$ cat src/design/blpd_pkg.sv
`timescale 1ns / 1ps
// ----------------------------------------------------------------------------
// blpd_pkg
// Shared types and constants for the button long press detector.
// ----------------------------------------------------------------------------
package blpd_pkg;

    localparam int unsigned NUM_BUTTONS     = 6;
    localparam int unsigned BTN_W           = 8;
    localparam int unsigned TIME_W          = 32;
    localparam int unsigned KIND_W          = 2;
    localparam int unsigned CFG_ADDR_W      = 3;
    localparam int unsigned CFG_DATA_W      = 32;
    localparam int unsigned OUT_DATA_W      = 16;
    localparam int unsigned IN_DATA_W       = 40;
    localparam int unsigned FIFO_DEPTH      = 4;

    localparam logic [TIME_W-1:0] LONG_TICKS_RST  = 32'd1000;
    localparam logic [TIME_W-1:0] EXTRA_TICKS_RST = 32'd3000;

    // register indexes, taken from paddr[2]
    localparam logic REG_LONG  = 1'b0;
    localparam logic REG_EXTRA = 1'b1;

    // phase codes double as event kinds
    typedef enum logic [KIND_W-1:0] {
        PH_RELEASE = 2'd0,
        PH_PRESSED = 2'd1,
        PH_LONG    = 2'd2,
        PH_EXTRA   = 2'd3
    } phase_t;

    typedef struct packed {
        logic [BTN_W-1:0] id;
        phase_t           kind;
        logic             last;
    } event_t;

    typedef struct packed {
        logic [1:0] cnt;
        event_t     ev0;
        event_t     ev1;
    } push_t;

endpackage

$ cat src/design/blpd_cfg.sv
`timescale 1ns / 1ps
// ----------------------------------------------------------------------------
// blpd_cfg
// APB threshold registers.
// ----------------------------------------------------------------------------
module blpd_cfg
(
    input  logic                                 clk,
    input  logic                                 rst_n,
    input  logic                                 psel,
    input  logic                                 penable,
    input  logic                                 pwrite,
    input  logic [blpd_pkg::CFG_ADDR_W-1:0]      paddr,
    input  logic [blpd_pkg::CFG_DATA_W-1:0]      pwdata,
    output logic [blpd_pkg::CFG_DATA_W-1:0]      prdata,
    output logic                                 pready,
    output logic [blpd_pkg::TIME_W-1:0]          long_ticks,
    output logic [blpd_pkg::TIME_W-1:0]          extra_ticks
);

    logic [blpd_pkg::TIME_W-1:0] long_reg;
    logic [blpd_pkg::TIME_W-1:0] extra_reg;
    logic                        wr_en;

    assign pready = 1'b1;
    assign wr_en  = psel && penable && pwrite;

    always_ff @(posedge clk or negedge rst_n)
    begin
        if (!rst_n)
        begin
            long_reg  <= blpd_pkg::LONG_TICKS_RST;
            extra_reg <= blpd_pkg::EXTRA_TICKS_RST;
        end
        else if (wr_en)
        begin
            if (paddr[2] == blpd_pkg::REG_LONG)
            begin
                long_reg <= pwdata;
            end
            else
            begin
                extra_reg <= pwdata;
            end
        end
    end

    assign prdata      = (paddr[2] == blpd_pkg::REG_LONG) ? long_reg : extra_reg;
    assign long_ticks  = long_reg;
    assign extra_ticks = extra_reg;

endmodule

$ cat src/design/blpd_eval.sv
`timescale 1ns / 1ps
// ----------------------------------------------------------------------------
// blpd_eval
// Press state and event generation for one registered poll.
// ----------------------------------------------------------------------------
module blpd_eval
#(
    parameter int unsigned NUM_BUTTONS = blpd_pkg::NUM_BUTTONS
)
(
    input  logic                            clk,
    input  logic                            rst_n,
    input  logic                            take,
    input  logic [blpd_pkg::BTN_W-1:0]      raw_button,
    input  logic [blpd_pkg::TIME_W-1:0]     now_time,
    input  logic [blpd_pkg::TIME_W-1:0]     long_ticks,
    input  logic [blpd_pkg::TIME_W-1:0]     extra_ticks,
    output blpd_pkg::push_t                 push
);

    blpd_pkg::phase_t             phase_reg, phase_next;
    logic [blpd_pkg::BTN_W-1:0]   held_reg, held_next;
    logic [blpd_pkg::TIME_W-1:0]  start_reg, start_next;

    // after the press/release step
    blpd_pkg::phase_t             phase_a;
    logic [blpd_pkg::BTN_W-1:0]   held_a;
    logic [blpd_pkg::TIME_W-1:0]  start_a;
    logic                         a_hit;
    logic [blpd_pkg::BTN_W-1:0]   a_id;
    blpd_pkg::phase_t             a_kind;
    logic [blpd_pkg::TIME_W-1:0]  delta;
    logic                         go_long;
    logic                         go_extra;

    logic                         v0, v1;
    blpd_pkg::event_t             e0, e1;

    function automatic logic shown(input logic [blpd_pkg::BTN_W-1:0] b);
        shown = (b != '0) && (b <= blpd_pkg::BTN_W'(NUM_BUTTONS));
    endfunction

    always_comb
    begin
        phase_a = phase_reg;
        held_a  = held_reg;
        start_a = start_reg;
        a_hit   = 1'b0;
        a_id    = held_reg;
        a_kind  = blpd_pkg::PH_RELEASE;
        if (raw_button != '0 && phase_reg == blpd_pkg::PH_RELEASE)
        begin
            held_a  = raw_button;
            start_a = now_time;
            phase_a = blpd_pkg::PH_PRESSED;
            a_hit   = 1'b1;
            a_id    = raw_button;
            a_kind  = blpd_pkg::PH_PRESSED;
        end
        else if (raw_button == '0 && held_reg != '0)
        begin
            phase_a = blpd_pkg::PH_RELEASE;
            held_a  = '0;
            a_hit   = 1'b1;
            a_id    = held_reg;
            a_kind  = blpd_pkg::PH_RELEASE;
        end
        delta    = now_time - start_a;
        go_long  = (phase_a == blpd_pkg::PH_PRESSED) && (delta >= long_ticks);
        go_extra = (phase_a == blpd_pkg::PH_LONG) && (delta >= extra_ticks);
    end

    // next state
    always_comb
    begin
        held_next  = held_a;
        start_next = start_a;
        phase_next = phase_a;
        if (go_long)
        begin
            phase_next = blpd_pkg::PH_LONG;
        end
        else if (go_extra)
        begin
            phase_next = blpd_pkg::PH_EXTRA;
        end
    end

    // events, packed to the front
    always_comb
    begin
        v0      = a_hit && shown(a_id);
        v1      = (go_long || go_extra) && shown(held_a);
        e0.id   = a_id;
        e0.kind = a_kind;
        e0.last = !v1;
        e1.id   = held_a;
        e1.kind = go_long ? blpd_pkg::PH_LONG : blpd_pkg::PH_EXTRA;
        e1.last = 1'b1;
        push    = '0;
        if (take)
        begin
            if (v0)
            begin
                push.ev0 = e0;
                push.ev1 = e1;
                push.cnt = v1 ? 2'd2 : 2'd1;
            end
            else if (v1)
            begin
                push.ev0 = e1;
                push.cnt = 2'd1;
            end
        end
    end

    always_ff @(posedge clk or negedge rst_n)
    begin
        if (!rst_n)
        begin
            phase_reg <= blpd_pkg::PH_RELEASE;
            held_reg  <= '0;
            start_reg <= '0;
        end
        else if (take)
        begin
            phase_reg <= phase_next;
            held_reg  <= held_next;
            start_reg <= start_next;
        end
    end

    a_held_phase: assert property (@(posedge clk) disable iff (!rst_n)
        (held_reg == '0) == (phase_reg == blpd_pkg::PH_RELEASE))
        else $error("held button and phase disagree");

    a_two_kinds: assert property (@(posedge clk) disable iff (!rst_n)
        push.cnt == 2'd2 |-> push.ev0.kind == blpd_pkg::PH_PRESSED
            && (push.ev1.kind == blpd_pkg::PH_LONG))
        else $error("bad event pair");

    a_no_push_idle: assert property (@(posedge clk) disable iff (!rst_n)
        !take |-> push.cnt == 2'd0)
        else $error("event without a poll");

endmodule

$ cat src/design/blpd_fifo.sv
`timescale 1ns / 1ps
// ----------------------------------------------------------------------------
// blpd_fifo
// Event queue, up to two writes and one read per cycle.
// ----------------------------------------------------------------------------
module blpd_fifo
(
    input  logic                 clk,
    input  logic                 rst_n,
    input  blpd_pkg::push_t      push,
    output logic                 room,
    output logic                 out_valid,
    input  logic                 out_ready,
    output blpd_pkg::event_t     out_word
);

    localparam int unsigned PTR_W = $clog2(blpd_pkg::FIFO_DEPTH);
    localparam int unsigned CNT_W = PTR_W + 1;

    blpd_pkg::event_t  mem [blpd_pkg::FIFO_DEPTH];
    logic [PTR_W-1:0]  wr_reg, wr_next;
    logic [PTR_W-1:0]  rd_reg, rd_next;
    logic [CNT_W-1:0]  cnt_reg, cnt_next;
    logic              pop;
    logic [PTR_W-1:0]  wr_plus;

    assign out_valid = (cnt_reg != '0);
    assign pop       = out_valid && out_ready;
    assign room      = (cnt_reg <= CNT_W'(blpd_pkg::FIFO_DEPTH - 2));
    assign out_word  = mem[rd_reg];
    assign wr_plus   = wr_reg + PTR_W'(1);
    assign wr_next   = wr_reg + PTR_W'(push.cnt);
    assign rd_next   = rd_reg + PTR_W'(pop);
    assign cnt_next  = cnt_reg + CNT_W'(push.cnt) - CNT_W'(pop);

    always_ff @(posedge clk)
    begin
        if (push.cnt != 2'd0)
        begin
            mem[wr_reg] <= push.ev0;
        end
        if (push.cnt == 2'd2)
        begin
            mem[wr_plus] <= push.ev1;
        end
    end

    always_ff @(posedge clk or negedge rst_n)
    begin
        if (!rst_n)
        begin
            wr_reg  <= '0;
            rd_reg  <= '0;
            cnt_reg <= '0;
        end
        else
        begin
            wr_reg  <= wr_next;
            rd_reg  <= rd_next;
            cnt_reg <= cnt_next;
        end
    end

    a_cnt_bound: assert property (@(posedge clk) disable iff (!rst_n)
        cnt_reg <= CNT_W'(blpd_pkg::FIFO_DEPTH))
        else $error("queue count out of range");

    a_push_room: assert property (@(posedge clk) disable iff (!rst_n)
        push.cnt != 2'd0 |-> room)
        else $error("write into full queue");

    a_ptr_gap: assert property (@(posedge clk) disable iff (!rst_n)
        PTR_W'(wr_reg - rd_reg) == PTR_W'(cnt_reg))
        else $error("pointers and count disagree");

endmodule

$ cat src/design/button_long_press_detector_core.sv
`timescale 1ns / 1ps
// ----------------------------------------------------------------------------
// button_long_press_detector_core
// Path: a poll accepted on the input is held in the input register, evaluated, and
// its events are written to the event queue, which feeds the output port word by word.
// Throughput: one poll per cycle while the event queue has room; the one-word output
// port and the 4-word event queue set the pace when polls raise two events.
// Reset: press state cleared, queue emptied, thresholds back to 1000 and 3000.
// ----------------------------------------------------------------------------
module button_long_press_detector_core
#(
    parameter int unsigned NUM_BUTTONS = blpd_pkg::NUM_BUTTONS
)
(
    input  logic                                 clk,
    input  logic                                 rst_n,
    input  logic                                 psel,
    input  logic                                 penable,
    input  logic                                 pwrite,
    input  logic [blpd_pkg::CFG_ADDR_W-1:0]      paddr,
    input  logic [blpd_pkg::CFG_DATA_W-1:0]      pwdata,
    output logic [blpd_pkg::CFG_DATA_W-1:0]      prdata,
    output logic                                 pready,
    input  logic                                 s_tvalid,
    output logic                                 s_tready,
    input  logic [blpd_pkg::IN_DATA_W-1:0]       s_tdata,   // raw_button, now_time
    output logic                                 m_tvalid,
    input  logic                                 m_tready,
    output logic [blpd_pkg::OUT_DATA_W-1:0]      m_tdata,   // button_id, event_kind, 0 pad
    output logic                                 m_tlast
);

    logic                         in_valid_reg;
    logic [blpd_pkg::BTN_W-1:0]   raw_reg;
    logic [blpd_pkg::TIME_W-1:0]  now_reg;
    logic [blpd_pkg::TIME_W-1:0]  long_ticks;
    logic [blpd_pkg::TIME_W-1:0]  extra_ticks;
    logic                         room;
    logic                         take;
    blpd_pkg::push_t              push;
    blpd_pkg::event_t             out_word;

    assign take     = in_valid_reg && room;
    assign s_tready = !in_valid_reg || room;

    always_ff @(posedge clk or negedge rst_n)
    begin
        if (!rst_n)
        begin
            in_valid_reg <= 1'b0;
        end
        else if (s_tready)
        begin
            in_valid_reg <= s_tvalid;
        end
    end

    always_ff @(posedge clk)
    begin
        if (s_tvalid && s_tready)
        begin
            raw_reg <= s_tdata[blpd_pkg::BTN_W-1:0];
            now_reg <= s_tdata[blpd_pkg::BTN_W +: blpd_pkg::TIME_W];
        end
    end

    blpd_cfg u_cfg
    (
        .clk         (clk),
        .rst_n       (rst_n),
        .psel        (psel),
        .penable     (penable),
        .pwrite      (pwrite),
        .paddr       (paddr),
        .pwdata      (pwdata),
        .prdata      (prdata),
        .pready      (pready),
        .long_ticks  (long_ticks),
        .extra_ticks (extra_ticks)
    );

    blpd_eval
    #(
        .NUM_BUTTONS (NUM_BUTTONS)
    )
    u_eval
    (
        .clk         (clk),
        .rst_n       (rst_n),
        .take        (take),
        .raw_button  (raw_reg),
        .now_time    (now_reg),
        .long_ticks  (long_ticks),
        .extra_ticks (extra_ticks),
        .push        (push)
    );

    blpd_fifo u_fifo
    (
        .clk       (clk),
        .rst_n     (rst_n),
        .push      (push),
        .room      (room),
        .out_valid (m_tvalid),
        .out_ready (m_tready),
        .out_word  (out_word)
    );

    assign m_tdata = {6'd0, out_word.kind, out_word.id};
    assign m_tlast = out_word.last;

endmodule

$ cat config.mk
export PLATFORM = sky130hd
export DESIGN_NAME = button_long_press_detector_core
export DESIGN_NICKNAME = d
export VERILOG_FILES = /design/src/design/blpd_pkg.sv /design/src/design/blpd_cfg.sv /design/src/design/blpd_eval.sv /design/src/design/blpd_fifo.sv /design/src/design/button_long_press_detector_core.sv
export SDC_FILE = /design/constraint.sdc
export NUM_CORES = 1
export LEC_CHECK = 0
export BUFFER_PORTS_ARGS = -buffer_cell sky130_fd_sc_hd__buf_2
export CAP_MARGIN = 10
export CORE_AREA = 2 2 143 145
export CTS_BUF_LIST = sky130_fd_sc_hd__clkbuf_2
export DETAILED_ROUTE_END_ITERATION = 6
export DIE_AREA = 0 0 145 147
export HOLD_SLACK_MARGIN = 0.06
export PLACE_DENSITY_LB_ADDON = 0.15
export REMOVE_ABC_BUFFERS = 1
export SLEW_MARGIN = 20
export SYNTH_ARGS = -nofsm -noshare
export SYNTH_HDL_FRONTEND = slang
export SYNTH_SLANG_ARGS = --single-unit
export TNS_END_PERCENT = 100
$ cat constraint.sdc
create_clock -name clk -period 11.1 [get_ports clk]
set_input_delay 1.665 -clock clk [delete_from_list [all_inputs] [get_ports clk]]
set_output_delay 1.665 -clock clk [all_outputs]
set_load 0.05 [all_outputs]
==> key figures <==
Run status
  – Status: finished clean

STA
  – Fmax: 0.110 GHz
  – Worst Max-Slew Pin Slew: 1.05 ns
  – Setup TNS: 0 ns
  – Setup-failing EPs final: 0
  – Hold WS: 0.509 ns
  – Worst clock skew: 0.0375 ns
  – Rel. slew slack: 29.8%
  – Final Hold Fails: 0
  – Max-slew violations: 0
  – Minimum clock period: 9.12 ns
  – Post-route clock period utilization: 82.2%
  – RSZ-0062 raised after global routing: false

Detailed routing
  – Initial DRC count: 449
  – Antenna viol nets, final: 0
  – Drc violations: 0
  – WL final: 23600 µm
  – WL/cell: 16.2 µm
  – Drt pass-1 iters: 4
  – Via Count: 8127
  – Via/cell ratio: 5.57

Global route
  – Antenna violations before repair: 1
  – Largest net degree at the start of global routing: 66
  – Total Routing Usage GR: 23.0%
  – Gr ovfl total: 0
  – Vias in the first global route: 8157
  – Global-route wire length before repair: 39300 µm

Die
  – Die X: 145 µm
  – Die H: 147 µm
  – Die ar.: 0.0213 mm²
  – Initial Util: 59.0%
  – Core area: 0.0198 mm²
  – # IOs: 134
  – Row count: 52

Cells and area
  – Area added between synthesis and finish: 10.2%
  – Finished Layout Cells: 1459
  – Post-route core utilization: 65.0%
  – Largest register FFs: 44
  – Fillers: 1628
  – Nets: 1361
  – Top reg by flops: u_fifo.mem
  – Share of cells above drive strength 1: 25.4%

Pwr
  – Clock network fraction of design power: 9.6%
  – Peak VDD IR: 0.000173 V
  – Design Power: 3890 µW
  – Cell-internal power: 2100 µW
  – Leakage power: 0.00579 µW
  – Comb pwr share: 62.4%
  – Switch Pwr: 1790 µW
  – P per Cell Area: 302 mW/mm²
  – Switching Fraction: 46.0%
  – Flop pwr share: 28.0%

Worst hold path
  – Hold WC Path Type: reg -> reg
  – Min-delay src: u_fifo.cnt_reg[2]$_DFF_PN0_
  – Hold path depth: 1
  – Min-Delay Endpoint: u_fifo.cnt_reg[2]$_DFF_PN0_

Worst setup path
  – CP required: 11.52 ns
  – Worst r2r dst: u_fifo.mem[1][8]$_DFFE_PP_
  – R2r startpoint: u_eval.phase_reg[0]$_DFFE_PN0P_
  – Critical Path Start Type: flop
  – R2R depth: 26
  – CP Capture Type: flop
  – Crit path from: u_eval.phase_reg[0]$_DFFE_PN0P_
  – Reg2reg setup slack: 1.98 ns
  – CP Class: reg -> reg
  – WP data arrival: 9.54 ns
  – Max FO, Critical Path: 23

Logic synthesis
  – Synth Instances: 1038
  – Seq cells post-synth: 198
  – Synth Flop Type: dfrtp_1
  – Mean post-synth cell area: 11.3 µm²
  – Ys async rst share: 57.6%
  – Register area share after synthesis: 46.1%
  – Synthesized area: 0.0117 mm²
  – Post-synth EDFFs: 84
  – Netlist cell types: 71
  – Synth warnings: 0

Clocking
  – CTS tree: yes
  – Clock Sink Count: 198
  – Post-CTS Resized: 0
  – TritonCTS buffer count: 17
  – Clock latency on the worst-skew pair: 0.78 ns
  – Worst-path clk slew: 0.27 ns
  – CTS Hold Bufs: 0
  – Setup Fix Bufs, Post-CTS: 0
  – CTS Buffer Depth: 2
  – Root Driver: clkbuf_2
  – H-tree levels: 4

Place
  – # port buffers: 124
  – Placed Instances: 1426
  – Final HPWL DP: 17300 µm
  – RD Place Congestion: 0.876

Run
  – Max cap viols: 0
-- cell type report --
type / instances / area (µm²) / share of cell area [%]
Antenna cell: 1 / 2.50 / 0.0194
Clock buffer: 18 / 90.1 / 0.698
Clock inverter: 14 / 163 / 1.26
Inverter: 84 / 315 / 2.44
Multi-Input combinational cell: 741 / 5910 / 45.8
Sequential cell: 198 / 5390 / 41.8
Tap cell: 270 / 338 / 2.62
Timing Repair Buffer: 133 / 691 / 5.35
-- cells in the mapped netlist, drive strengths merged (15+ instances only) --
library cell,instances,share of area (%)
ha,102,11
dfrtp,101,22
mux2,100,9.6
edfxtp,84,22
inv,84,2.7
nand2,65,2.1
o21ai,60,2.6
nor2,55,1.8
a21oi,51,2.2
a21o,34,2.2
mux2i,32,2.7
clkbuf,23,0.74
xnor2,20,1.5
buf,17,0.84
nand2b,15,0.80
nand4,15,0.80
-- power by group through the flow --
stage | clock network (µW) | registers (µW) | logic (µW)
6_report | 374 | 1090 | 2430
5_1_grt | 415 | 1120 | 2730
4_1_cts | 386 | 1090 | 2430
3_5_place_dp | 0 | 1110 | 2410
3_3_place_gp | 0 | 1100 | 2350
2_1_floorplan | 0 | 1070 | 1890
-- placed cells by master (no fill, tap or decap), drive strengths merged, types with 51 or more instances in the layout --
| cell | count |
|---|---|
| inv | 91 |
| dfrtp | 101 |
| edfxtp | 84 |
| a21oi | 51 |
| o21ai | 60 |
| mux2 | 100 |
| nand2 | 65 |
| buf | 133 |
| ha | 102 |
| nor2 | 55 |
-- cell families (layout without fill, tap and decap cells) --
logic type / count (synthesis) / after routing / share of synthesized area [%]
other: 2 / 28 / 0.0642
DFF: 198 / 198 / 46.1
buffers and inverters: 124 / 249 / 4.28
adders and majority gates: 104 / 104 / 11.2
xor gates and xnor gates: 34 / 34 / 2.54
AOI/OAI and AO/OA: 221 / 221 / 12.6
and+or+nand+nor: 212 / 212 / 8.67
muxes: 143 / 143 / 14.5
-- critical path, stage by stage, from the launching register on --
cell and delay, ns:
dfrtp_1 0.50, nor2_1 0.40, o31a_2 0.50, buf_4 0.44, mux2i_1 0.13, ha_1 0.39
o21a_1 0.14, o211ai_1 0.10, nor3_1 0.42, a2bb2oi_1 0.12, a21boi_4 0.17, a2111oi_4 0.45
a221oi_4 0.19, o311ai_1 0.40, ha_1 0.32, a21o_1 0.16, a21o_1 0.16, a21oi_1 0.31
o21ai_0 0.14, a2111oi_0 0.88, a2111o_1 0.32, o21ai_0 0.24, and2_1 0.27, ha_1 0.45
mux2_2 0.29, nand2_1 0.05, nor2_1 0.81
-- per-stage QoR --
stage | instance area [µm²] | setup slack [ns]
after detailed placement | 12600 | 2.19
after global placement | 12600 | 2.32
after global routing | 12900 | 1.42
final | 12900 | 1.98
after floorplan | 11600 | 3.16
after CTS | 12900 | 2.16
-- layer usage --
layer | vias up | track usage, % | share of wire, %
li1 | 4008 | - | -
met1 | 3924 | 30.4 | 45
met2 | 177 | 39.7 | 50
met3 | 18 | 4.01 | 4.2
met4 | 0 | 5.50 | 1.3
met5 | - | 0 | 0
-- how the worst max path moves through the flow --
| stage | endpoint |
|---|---|
| finish | u_fifo.mem[1][8]$_DFFE_PP_ |
| global route | u_fifo.mem[1][2]$_DFFE_PP_ |
| detailed placement | u_fifo.mem[1][10]$_DFFE_PP_ |
| floorplan | u_fifo.mem[0][0]$_DFFE_PP_ |
| global placement | u_fifo.mem[1][8]$_DFFE_PP_ |
| CTS | u_fifo.mem[1][8]$_DFFE_PP_ |
Power figures use the tool's default switching activity.
